## config.mk

```make
export PLATFORM = sky130hd
export DESIGN_NAME = led_strip_pulse_encoder
export DESIGN_NICKNAME = d
export VERILOG_FILES = /design/src/design/lspe_pkg.sv /design/src/design/lspe_csr.sv /design/src/design/lspe_core.sv /design/src/design/led_strip_pulse_encoder.sv
export VERILOG_INCLUDE_DIRS = /design/src /design/src/design
export SDC_FILE = /design/constraint.sdc
export NUM_CORES = 1
export LEC_CHECK = 0
export BUFFER_PORTS_ARGS = -buffer_cell sky130_fd_sc_hd__buf_2
export CELL_PAD_IN_SITES_DETAIL_PLACEMENT = 0
export CELL_PAD_IN_SITES_GLOBAL_PLACEMENT = 1
export CORE_AREA = 2 2 165 248
export DETAILED_ROUTE_END_ITERATION = 10
export DIE_AREA = 0 0 167 250
export PLACE_DENSITY_LB_ADDON = 0.2
export SLEW_MARGIN = 20
export SYNTH_ARGS = -nofsm -noshare
export SYNTH_HDL_FRONTEND = slang
export SYNTH_HIERARCHICAL = 1
export SYNTH_SLANG_ARGS = --single-unit
```

## constraint.sdc

```tcl
create_clock -name clock -period 9.7 [get_ports clock]
set_input_delay 1.94 -clock clock [delete_from_list [all_inputs] [get_ports clock]]
set_output_delay 1.94 -clock clock [all_outputs]
set_load 0.01 [all_outputs]
```

## src/design/led_strip_pulse_encoder_assert.svh

```systemverilog
// ----------------------------------------------------------------------------
// LED strip pulse encoder assertion macros
// Concurrent assertion wrappers that compile away in synthesis.
// ----------------------------------------------------------------------------
`ifndef LED_STRIP_PULSE_ENCODER_ASSERT_SVH
`define LED_STRIP_PULSE_ENCODER_ASSERT_SVH

`ifndef SYNTHESIS

// Checked on every rising edge of clock, suspended while reset is high.
`define LSPE_ASSERT(label, prop) \
   label: assert property (@(posedge clock) disable iff (reset) prop) \
      else $error("lspe assertion failed");

// Checked on every rising edge of clock, reset included.
`define LSPE_ASSERT_ALWAYS(label, prop) \
   label: assert property (@(posedge clock) prop) \
      else $error("lspe assertion failed");

`else

`define LSPE_ASSERT(label, prop)
`define LSPE_ASSERT_ALWAYS(label, prop)

`endif

`endif

```

## src/design/lspe_pkg.sv

```systemverilog
// ----------------------------------------------------------------------------
// LED strip pulse encoder package
// Shared constants, opcodes and transfer types.
// ----------------------------------------------------------------------------
`timescale 1ns / 1ps
`default_nettype none

package lspe_pkg;

   localparam int LED_COUNT   = 8;
   localparam int LED_W       = 3;
   localparam int COLOR_W     = 32;
   localparam int COLOR_IDX_W = $clog2(COLOR_W);
   localparam int TICK_W      = 16;
   localparam int CSR_IDX_W   = 3;
   localparam int COLOR_BITS_DEFAULT = 32;

   // Reset timing: nanosecond figures divided by a 5 ns tick.
   localparam logic [TICK_W-1:0] ONE_HIGH_RESET  = TICK_W'(700 / 5);
   localparam logic [TICK_W-1:0] ONE_LOW_RESET   = TICK_W'(800 / 5);
   localparam logic [TICK_W-1:0] ZERO_HIGH_RESET = TICK_W'(350 / 5);
   localparam logic [TICK_W-1:0] ZERO_LOW_RESET  = TICK_W'(600 / 5);
   localparam logic [TICK_W-1:0] GAP_RESET       = TICK_W'(60000 / 5);

   localparam logic [CSR_IDX_W-1:0] CSR_ONE_HIGH  = 3'd0;
   localparam logic [CSR_IDX_W-1:0] CSR_ONE_LOW   = 3'd1;
   localparam logic [CSR_IDX_W-1:0] CSR_ZERO_HIGH = 3'd2;
   localparam logic [CSR_IDX_W-1:0] CSR_ZERO_LOW  = 3'd3;
   localparam logic [CSR_IDX_W-1:0] CSR_GAP       = 3'd4;

   typedef enum logic {
      OP_TICK  = 1'b0,
      OP_WRITE = 1'b1
   } lspe_op_type;

   typedef struct packed {
      logic [TICK_W-1:0] one_high_ticks;
      logic [TICK_W-1:0] one_low_ticks;
      logic [TICK_W-1:0] zero_high_ticks;
      logic [TICK_W-1:0] zero_low_ticks;
      logic [TICK_W-1:0] gap_ticks;
   } lspe_cfg_type;

   typedef struct packed {
      lspe_op_type        operation;
      logic [LED_W-1:0]   led_index;
      logic [COLOR_W-1:0] color_value;
      logic               right_button_raw;
      logic               down_button_raw;
   } lspe_item_type;

   typedef struct packed {
      logic line_level;
      logic right_pressed;
      logic down_pressed;
   } lspe_result_type;

endpackage

`default_nettype wire

```

## src/design/lspe_csr.sv

```systemverilog
// ----------------------------------------------------------------------------
// LED strip pulse encoder timing registers
// Holds the five pulse and gap lengths written through the register channel.
// ----------------------------------------------------------------------------
`timescale 1ns / 1ps
`default_nettype none

module lspe_csr (
   input  wire logic                           clock,
   input  wire logic                           reset,
   input  wire logic                           csr_valid,
   input  wire logic [lspe_pkg::CSR_IDX_W-1:0] csr_index,
   input  wire logic [lspe_pkg::TICK_W-1:0]    csr_data,
   output lspe_pkg::lspe_cfg_type              cfg
);
   import lspe_pkg::*;

   lspe_cfg_type cfg_ff;
   lspe_cfg_type cfg_in;

   always_comb begin
      cfg_in = cfg_ff;
      if (csr_valid) begin
         unique case (csr_index)
            CSR_ONE_HIGH:  cfg_in.one_high_ticks  = csr_data;
            CSR_ONE_LOW:   cfg_in.one_low_ticks   = csr_data;
            CSR_ZERO_HIGH: cfg_in.zero_high_ticks = csr_data;
            CSR_ZERO_LOW:  cfg_in.zero_low_ticks  = csr_data;
            CSR_GAP:       cfg_in.gap_ticks       = csr_data;
            default:       cfg_in = cfg_ff;
         endcase
      end
   end

   always_ff @(posedge clock) begin
      if (reset) begin
         cfg_ff.one_high_ticks  <= ONE_HIGH_RESET;
         cfg_ff.one_low_ticks   <= ONE_LOW_RESET;
         cfg_ff.zero_high_ticks <= ZERO_HIGH_RESET;
         cfg_ff.zero_low_ticks  <= ZERO_LOW_RESET;
         cfg_ff.gap_ticks       <= GAP_RESET;
      end else begin
         cfg_ff <= cfg_in;
      end
   end

   assign cfg = cfg_ff;

endmodule

`default_nettype wire

```

## src/design/lspe_core.sv

```systemverilog
// ----------------------------------------------------------------------------
// LED strip pulse encoder sequencer
// Color word store and the gap / high / low bit sequencer, one item per cycle while item_valid is high.
// ----------------------------------------------------------------------------
`timescale 1ns / 1ps
`default_nettype none

`include "led_strip_pulse_encoder_assert.svh"

module lspe_core #(
   parameter int COLOR_BITS = lspe_pkg::COLOR_BITS_DEFAULT
) (
   input  wire logic              clock,
   input  wire logic              reset,
   input  wire logic              item_valid,
   input  lspe_pkg::lspe_item_type item,
   input  lspe_pkg::lspe_cfg_type  cfg,
   output lspe_pkg::lspe_result_type result
);
   import lspe_pkg::*;

   localparam int BIT_W = $clog2(COLOR_BITS);

   typedef enum logic [1:0] {
      PH_LEAD,
      PH_HIGH,
      PH_LOW,
      PH_TRAIL
   } phase_type;

   logic [COLOR_W-1:0] color_store_ff [LED_COUNT];
   phase_type          phase_ff, phase_in;
   logic [LED_W-1:0]   led_ff, led_in;
   logic [BIT_W-1:0]   bit_ff, bit_in;
   logic [TICK_W-1:0]  tick_ff, tick_in;
   logic               cur_bit_ff, cur_bit_in;
   logic               right_ff, right_in;
   logic               down_ff, down_in;

   logic [TICK_W-1:0]  tick_next;
   logic [TICK_W-1:0]  high_len;
   logic [TICK_W-1:0]  low_len;
   logic               store_bit;
   logic               high_bit;

   // The stored count never exceeds 65534, so the increment cannot wrap.
   assign tick_next = tick_ff + TICK_W'(1);
   assign store_bit = color_store_ff[led_ff][COLOR_IDX_W'(bit_ff)];
   // The color bit is sampled live on the first high tick of each bit.
   assign high_bit  = (tick_next == TICK_W'(1)) ? store_bit : cur_bit_ff;
   assign high_len  = high_bit ? cfg.one_high_ticks : cfg.zero_high_ticks;
   assign low_len   = cur_bit_ff ? cfg.one_low_ticks : cfg.zero_low_ticks;

   always_comb begin
      phase_in   = phase_ff;
      led_in     = led_ff;
      bit_in     = bit_ff;
      tick_in    = tick_ff;
      cur_bit_in = cur_bit_ff;
      right_in   = right_ff;
      down_in    = down_ff;
      if (item.operation == OP_TICK) begin
         tick_in = tick_next;
         unique case (phase_ff)
            PH_LEAD: begin
               if (tick_next >= cfg.gap_ticks) begin
                  tick_in  = '0;
                  phase_in = PH_HIGH;
               end
            end
            PH_HIGH: begin
               cur_bit_in = high_bit;
               if (tick_next >= high_len) begin
                  tick_in  = '0;
                  phase_in = PH_LOW;
               end
            end
            PH_LOW: begin
               if (tick_next >= low_len) begin
                  tick_in  = '0;
                  phase_in = PH_HIGH;
                  if (bit_ff != '0) begin
                     bit_in = bit_ff - BIT_W'(1);
                  end else begin
                     bit_in = BIT_W'(COLOR_BITS - 1);
                     if (led_ff == LED_W'(LED_COUNT - 1)) begin
                        led_in   = '0;
                        phase_in = PH_TRAIL;
                     end else begin
                        led_in = led_ff + LED_W'(1);
                     end
                  end
               end
            end
            PH_TRAIL: begin
               if (tick_next >= cfg.gap_ticks) begin
                  tick_in  = '0;
                  right_in = item.right_button_raw;
                  down_in  = item.down_button_raw;
                  phase_in = PH_LEAD;
               end
            end
            default: phase_in = PH_LEAD;
         endcase
      end
   end

   always_ff @(posedge clock) begin
      if (reset) begin
         phase_ff   <= PH_LEAD;
         led_ff     <= '0;
         bit_ff     <= BIT_W'(COLOR_BITS - 1);
         tick_ff    <= '0;
         cur_bit_ff <= 1'b0;
         right_ff   <= 1'b0;
         down_ff    <= 1'b0;
         for (int i = 0; i < LED_COUNT; i++) begin
            color_store_ff[i] <= '0;
         end
      end else if (item_valid) begin
         phase_ff   <= phase_in;
         led_ff     <= led_in;
         bit_ff     <= bit_in;
         tick_ff    <= tick_in;
         cur_bit_ff <= cur_bit_in;
         right_ff   <= right_in;
         down_ff    <= down_in;
         // Every 3-bit index addresses an entry of the eight-word store.
         if (item.operation == OP_WRITE) begin
            color_store_ff[item.led_index] <= item.color_value;
         end
      end
   end

   // The pin shows the level held before the item moves the sequencer.
   assign result.line_level    = (phase_ff == PH_HIGH);
   assign result.right_pressed = right_in;
   assign result.down_pressed  = down_in;

   `LSPE_ASSERT(a_phase_change_clears_tick, !$stable(phase_ff) |-> tick_ff == '0)
   `LSPE_ASSERT(a_write_holds_sequencer,
      item_valid && item.operation == OP_WRITE |=> $stable(phase_ff) && $stable(tick_ff))
   `LSPE_ASSERT(a_flags_latch_after_trail,
      !$past(reset) && !$stable({right_ff, down_ff}) |-> $past(phase_ff) == PH_TRAIL)
   `LSPE_ASSERT_ALWAYS(a_reset_state,
      reset |=> phase_ff == PH_LEAD && tick_ff == '0 && led_ff == '0)

endmodule

`default_nettype wire

```

## src/design/led_strip_pulse_encoder.sv

```systemverilog
// Path: an item passes the input register, then the result register, before its
// result can transfer; a color write and a tick take the same path.
// Throughput: one item per cycle, sustained while the result side takes a transfer
// every cycle; the sequencer and store update in a single pass per item.
// Reset: synchronous, active high; the store, sequencer, flags and timing registers
// take their reset values together, with no clearing pass.
// ----------------------------------------------------------------------------
// LED strip pulse encoder
// One-wire LED strip pulse-width encoder with button status latching.
// ----------------------------------------------------------------------------
`timescale 1ns / 1ps
`default_nettype none

module led_strip_pulse_encoder #(
   parameter int COLOR_BITS = lspe_pkg::COLOR_BITS_DEFAULT
) (
   input  wire logic                           clock,
   input  wire logic                           reset,
   input  wire logic                           req_tvalid,
   output      logic                           req_tready,
   // led_index[2:0], color_value[34:3], right_button_raw[35],
   // down_button_raw[36], zero fill[39:37]
   input  wire logic [39:0]                    req_tdata,
   // operation[0]
   input  wire logic                           req_tuser,
   output      logic                           rsp_tvalid,
   input  wire logic                           rsp_tready,
   // line_level[0], right_pressed[1], down_pressed[2], zero fill[7:3]
   output      logic [7:0]                     rsp_tdata,
   input  wire logic                           csr_valid,
   output      logic                           csr_ready,
   input  wire logic [lspe_pkg::CSR_IDX_W-1:0] csr_index,
   input  wire logic [lspe_pkg::TICK_W-1:0]    csr_data
);
   import lspe_pkg::*;

   lspe_item_type   item_ff, item_in;
   logic            item_valid_ff;
   logic            rsp_valid_ff;
   lspe_result_type rsp_ff;
   lspe_result_type core_result;
   lspe_cfg_type    cfg;
   logic            fire;
   logic            req_fire;

   // The held item moves on when the result register is empty or drains now.
   assign fire       = item_valid_ff && (!rsp_valid_ff || rsp_tready);
   assign req_tready = !item_valid_ff || fire;
   assign req_fire   = req_tvalid && req_tready;
   assign csr_ready  = 1'b1;

   always_comb begin
      item_in.operation        = lspe_op_type'(req_tuser);
      item_in.led_index        = req_tdata[2:0];
      item_in.color_value      = req_tdata[34:3];
      item_in.right_button_raw = req_tdata[35];
      item_in.down_button_raw  = req_tdata[36];
   end

   always_ff @(posedge clock) begin
      if (reset) begin
         item_valid_ff <= 1'b0;
         rsp_valid_ff  <= 1'b0;
      end else begin
         if (req_fire) begin
            item_valid_ff <= 1'b1;
         end else if (fire) begin
            item_valid_ff <= 1'b0;
         end
         if (fire) begin
            rsp_valid_ff <= 1'b1;
         end else if (rsp_tready) begin
            rsp_valid_ff <= 1'b0;
         end
      end
      if (req_fire) begin
         item_ff <= item_in;
      end
      if (fire) begin
         rsp_ff <= core_result;
      end
   end

   lspe_csr u_csr (
      .clock     (clock),
      .reset     (reset),
      .csr_valid (csr_valid && csr_ready),
      .csr_index (csr_index),
      .csr_data  (csr_data),
      .cfg       (cfg)
   );

   lspe_core #(
      .COLOR_BITS (COLOR_BITS)
   ) u_core (
      .clock      (clock),
      .reset      (reset),
      .item_valid (fire),
      .item       (item_ff),
      .cfg        (cfg),
      .result     (core_result)
   );

   assign rsp_tvalid = rsp_valid_ff;
   assign rsp_tdata  = {5'b0, rsp_ff.down_pressed, rsp_ff.right_pressed, rsp_ff.line_level};

endmodule

`default_nettype wire

```

==> results.yml, run 1 <==
outcome:
  status: "finished clean"
setup_path:
  r2r_end: "u_core/phase_ff[1]$_SDFFE_PP0P_"
  slowest_stage: "buf_4"
  critical_path_class: "flop to flop"
  setup.worst_path.end_class: "flop"
  required_ns: 10.14
  cp-start-kind: "flop"
  crit_family: "multiplexers"
  arrival_ns: 6.76
  critPathMaxFanout: 42
  reg2reg_depth: 18
  max_stage_delay_ns: 0.78
  crit_chain: "buf_4 > mux4_2 > mux2_2 > nand2_1 > o31ai_1 > o221ai_1 > nand3_1 > mux2_2 > mux2_1 > ha_1 > nand2b_1 > a21o_1 > a21oi_1 > o21ai_0 > a41oi_1 > a21oi_1 > nand4_1 > a221oi_1"
  cp_num_buf_inv: 1
  rrSetupSlack_ns: 3.38
worst_hold_path:
  holdPathEnd: "u_core/tick_ff[15]$_SDFFE_PP0P_"
  hp-class: "flop to flop"
  min_from: "u_core/tick_ff[15]$_SDFFE_PP0P_"
  worstHoldPathCells: 2
cells_and_area:
  final_cells: 2082
  final_nets: 1671
  drive_gt1_share_pct: 14.7
  area_growth_syn_to_layout_pct: 10.1
  diodes: 0
yosys:
  ys_ff_latch: 411
  synth_top_area_cell: "edfxtp_1"
  netlist_instances: 1515
  synth_ff_type: "edfxtp_1"
  synth_area_leaders: "edfxtp_1, dfxtp_1, and2_1"
  synth_seq_area_share_pct: 57.1
  synth.avg_cell_area_um2: 13.0
  syn_area_um2: 19600
  yosys.area.top_type_share_pct: 45.5
  yosys_warnings: 6
  async_flop_share_pct: 0
  ys_types: 72
  synth-edff-count: 297
  yosysMostFrequentCell: "edfxtp_1"
  synthTopCellsByCount: "edfxtp_1, and2_1, mux2i_1"
clock_network:
  cts_setup_buffers: 0
  clk_pin_slew_ns: 0.06
  cts_tree: "done"
  cts_made_buffers: 41
  clock_sinks: 411
  clk_latency_ns: 0.55
  ctsResizeCount: 0
  cts_max_path_buffers: 3
  cts_max_level: 2
  root_buffer: "clkbuf_16"
  ctsHoldBuffers: 0
sta:
  fin_crit_sh_pct: 65.2
  rsz0062_at_grt: "no"
  slew_viol_final: 0
  finalClockSkew_ns: 0.0162
  max_freq_mhz: 158
  setup_viol: 0
  hold_viol: 0
  relSlewSlack_pct: 25.1
  worstMarginPinSlew_ns: 1.12
  tns_ns: 0
  layout_min_cycle_time_ns: 6.32
floorplan:
  die-height_um: 250
  die_x_um: 167
  num_rows: 90
  start_util_pct: 49.4
  die-area_um2: 41800
  core_area_um2: 39800
  ios: 76
drt:
  avgRoutedWirePerCell_um: 22.8
  vias: 11800
  drtIter0Drc: 710
  route.detailed.drc: 0
  drtAntennaViolNets: 0
  drt_wl_total_mm: 47.5
  routed_via_density: 5.68
  dr.pass1.iters: 5
global_route:
  antenna_found_initial: 0
  grt_max_degree: 82
  first_global_vias: 12200
  grt_pass1_wl_mm: 72.5
  overflow: 0
  track_usage_pct: 22.9
pwr:
  power_density_nw_per_um2: 166
  ir_worst_vdd_mv: 0.142
  p_leak_nw: 8.37
flow_run:
  cap_viol_max_count: 0
placement:
  io_buffers: 66
  globalplace.congestion: 0.805
  placed_cells: 2012
  hpwl_mm: 28.7
stage by stage:
| stage | setup slack [ns] | hold slack [ns] | util, % | instance area, µm² | total power, mW |
|---|---|---|---|---|---|
| 6_report | 3.38 | 0.464 | 54.3 | 21600 | 3.59 |
| 5_1_grt | 3.00 | 0.493 | 54.3 | 21600 | 3.71 |
| 4_1_cts | 3.34 | 0.458 | 54.3 | 21600 | 3.62 |
| 3_3_place_gp | 3.41 | 0.448 | 51.3 | 20400 | 2.15 |
| 3_5_place_dp | 3.38 | 0.450 | 51.3 | 20400 | 2.16 |
| 2_1_floorplan | 4.43 | 0.435 | - | 19600 | 2.09 |
routing by layer:
metal	GRT usage [%]	up-vias	share of wire (%)
li1	-	5543	-
met1	25.9	5935	38
met2	43.9	253	55
met3	2.51	105	3.4
met4	7.98	0	3.5
met5	0	-	0
cell families after synthesis:
family	count (synthesis)	share of synthesized area, %
and+or+nand+nor	558	16.8
DFF	411	57.1
muxes	205	14.0
AOI/OAI and AO/OA	135	4.62
buffers and inverters	127	2.95
adders and majority gates	57	3.63
xor gates and xnor gates	20	0.893
other	2	0.0383
worst max path at each step:
stage | from | end | slack [ns] | cells past startpoint
floorplan | rsp_tready | u_core/color_store_ff[4][0]$_SDFFCE_PN0P_ | 4.43 | 4
global placement | flop | u_core/phase_ff[1]$_SDFFE_PP0P_ | 3.41 | 18
detailed placement | flop | u_core/phase_ff[1]$_SDFFE_PP0P_ | 3.38 | 18
CTS | flop | u_core/phase_ff[1]$_SDFFE_PP0P_ | 3.34 | 18
global route | flop | u_core/phase_ff[1]$_SDFFE_PP0P_ | 3.00 | 18
finish | flop | u_core/phase_ff[1]$_SDFFE_PP0P_ | 3.38 | 18
cell type report:
cell class	count	area, µm²
Sequential cell	411	11200
Clock inverter	19	119
Fill cell	3404	18200
Inverter	31	116
Tap cell	506	633
Clock buffer	51	1080
Timing Repair Buffer	83	460
Multi-Input combinational cell	981	7980
tightest hold or removal path, cell delays in order (launching register included):
cell and delay, ns:
dfxtp_1 0.32, nand2_1 0.06, nand2_1 0.04
placed cells by master (no fill, tap or decap), types with 8 or more instances in the layout:
cell type | Yosys | layout
inv_1 | 30 | 30
buf_4 | 15 | 18
o21ai_0 | 30 | 24
nand4_1 | 19 | 19
mux2_2 | 8 | 8
nor2_1 | 60 | 54
clkbuf_16 | 0 | 41
nand2b_1 | 95 | 95
a21oi_1 | 22 | 22
clkinv_1 | 0 | 10
xnor2_1 | 13 | 13
nor2b_1 | 10 | 10
ha_1 | 57 | 57
dfxtp_1 | 114 | 112
a211oi_1 | 10 | 10
mux4_2 | 55 | 55
buf_2 | 12 | 65
a21o_1 | 14 | 14
nand2_1 | 51 | 51
clkbuf_1 | 60 | 8
nand3_1 | 17 | 17
and2_1 | 262 | 262
nor3_1 | 10 | 8
mux2i_1 | 141 | 141
edfxtp_1 | 297 | 297
flip-flops by register name, summed over array words and instances (netlist names), named ones only:
register / flops
u_core/cur_bit_ff: 1
u_core/tick_ff: 16
rsp_tdata: 3
u_core/down_ff: 1
item_valid_ff: 1
item_ff: 38
u_core/phase_ff: 2
u_csr/cfg: 80
rsp_tvalid: 1
u_core/bit_ff: 5
u_core/led_ff: 3
u_core/right_ff: 1
u_core/color_store_ff: 256
power breakdown:
group          internal (mW)  total [mW]  switching (mW)
Combinational         0.0560       0.154          0.0976
Clock                  0.816        1.47           0.655
Sequential              1.94        1.96          0.0276
(Power assumes the default switching activity.)
==> run 2: changes to the inputs <==
==> constraint.sdc (replaced) <==
create_clock -name clock -period 6.3 [get_ports clock]
set_input_delay 1.26 -clock clock [delete_from_list [all_inputs] [get_ports clock]]
set_output_delay 1.26 -clock clock [all_outputs]
set_load 0.01 [all_outputs]
==> run 2 against run 1 <==
Against the previous run: worst setup slack worse by 2.6 ns; register-to-register slack worse by 2.6 ns; sequential share of layout area down 0.69 points; power up 60%; critical path depth down 1; flip-flop and latch count unchanged; design area up 1.3%; die area unchanged; critical path type unchanged.
==> results.yml, run 2 (synthesis results as in run 1) <==
outcome:
  status: "finished clean"
drt:
  drtAntennaViolNets: 0
  route.detailed.drc: 0
  drt_wl_total_mm: 48.4
  vias: 11800
  drtIter0Drc: 640
  avgRoutedWirePerCell_um: 23.0
  routed_via_density: 5.63
  dr.pass1.iters: 4
placement:
  placed_cells: 2028
  post-place-ws_ns: 0.729
  globalplace.congestion: 0.782
  place_area_um2: 20500
  io_buffers: 66
  hpwl_mm: 30.8
cells_and_area:
  final_nets: 1687
  diodes: 0
  top_register: "u_core/color_store_ff"
  final_core_util_pct: 55.1
  final_cells: 2103
  drive_gt1_share_pct: 16.2
  final_common_cell: "edfxtp_1"
  final_area_um2: 21900
  area_growth_syn_to_layout_pct: 11.5
  mostFrequentLayoutCells: "edfxtp_1, and2_1, mux2i_1, dfxtp_1, nand2b_1"
  nFillCells: 3368
  largest_register_ffs: 256
pwr:
  ir_worst_vdd_mv: 0.248
  switchingPower_mw: 1.24
  intPower_mw: 4.51
  p_clk_share_pct: 43.2
  pwr-share-comb_pct: 4.2
  power_density_nw_per_um2: 263
  p_total_mw: 5.75
  p_sw_share_pct: 21.5
  p_leak_nw: 8.53
  seqPwrFrac_pct: 52.6
clock_network:
  cts_setup_buffers: 0
  ctsResizeCount: 0
  clk_latency_ns: 0.55
  root_buffer: "clkbuf_16"
  clock_sinks: 411
  clk_pin_slew_ns: 0.06
  cts_max_path_buffers: 3
  cts_max_level: 2
  cts_made_buffers: 41
  ctsHoldBuffers: 0
  cts_tree: "done"
floorplan:
  ios: 76
  num_rows: 90
  start_util_pct: 49.4
  die-height_um: 250
  die_x_um: 167
  core_area_um2: 39800
  die-area_um2: 41800
sta:
  tns_ns: 0
  finalClockSkew_ns: 0.0206
  fin_ws_ns: 0.794
  worstMarginPinSlew_ns: 1.07
  layout_min_cycle_time_ns: 5.51
  relSlewSlack_pct: 28.3
  hold_viol: 0
  rsz0062_at_grt: "no"
  setup_viol: 0
  fin_crit_sh_pct: 87.4
  holdWs_ns: 0.460
  max_freq_mhz: 182
  slew_viol_final: 0
worst_hold_path:
  hp-class: "flop to flop"
global_route:
  grt_max_degree: 87
  overflow: 0
  first_global_vias: 12600
  antenna_found_initial: 0
  grt_pass1_wl_mm: 74.2
  track_usage_pct: 23.4
setup_path:
  arrival_ns: 5.94
  critical_path_class: "flop to flop"
  critPathMaxFanout: 25
  setup.worst_path.end_class: "flop"
  required_ns: 6.74
  cp-start-kind: "flop"
flow_run:
  cap_viol_max_count: 0
==> run 2: critical path, stage by stage, from the launching register on <==
cell	delay, ns
dfxtp_1	0.70
buf_4	0.48
mux2_2	0.38
o311ai_0	0.34
o21ai_0	0.15
o221ai_1	0.26
nand3_1	0.19
mux2_2	0.47
mux2_1	0.36
ha_1	0.26
nand2b_1	0.09
a21o_1	0.11
a21oi_1	0.06
o21ai_0	0.25
a41oi_1	0.21
a21oi_1	0.60
nand4_1	0.17
a221oi_1	0.30
==> run 2: layout make-up <==
type | instances | area, µm² | area share [%]
flip-flops and latches | 411 | 11200 | 51.2
multi-input cells | 981 | 7990 | 36.5
clock buffers | 51 | 1090 | 5.00
well taps | 506 | 633 | 2.89
repair buffers | 99 | 593 | 2.71
clock inverters | 24 | 254 | 1.16
inverters | 31 | 116 | 0.532
==> run 2: layer usage <==
metal  up-vias  GRT usage, %  share of wire, %
met1      5926          26.0                38
met5         -             0                 0
met3        75          2.54               3.3
met4         0          6.85               2.5
met2       231          46.2                56
li1       5600             -                 -
==> run 2: power by group through the flow <==
stage	Clock [mW]	Combinational, mW	Sequential, mW
3_3_place_gp	0	0.242	3.08
2_1_floorplan	0	0.146	3.07
3_5_place_dp	0	0.247	3.08
4_1_cts	2.54	0.247	3.03
5_1_grt	2.64	0.262	3.03
6_report	2.48	0.242	3.02
==> run 2: worst paths after layout <==
check / startpoint / end / slack (ns) / cells past startpoint
worst min register to register: u_core/tick_ff[15]$_SDFFE_PP0P_ / u_core/tick_ff[15]$_SDFFE_PP0P_ / 0.46 / 2
worst max register to register: flop / u_core/phase_ff[1]$_SDFFE_PP0P_ / 0.79 / 17
worst max-delay path: flop / u_core/phase_ff[1]$_SDFFE_PP0P_ / 0.79 / 17
worst min-delay path: u_core/tick_ff[15]$_SDFFE_PP0P_ / u_core/tick_ff[15]$_SDFFE_PP0P_ / 0.46 / 2
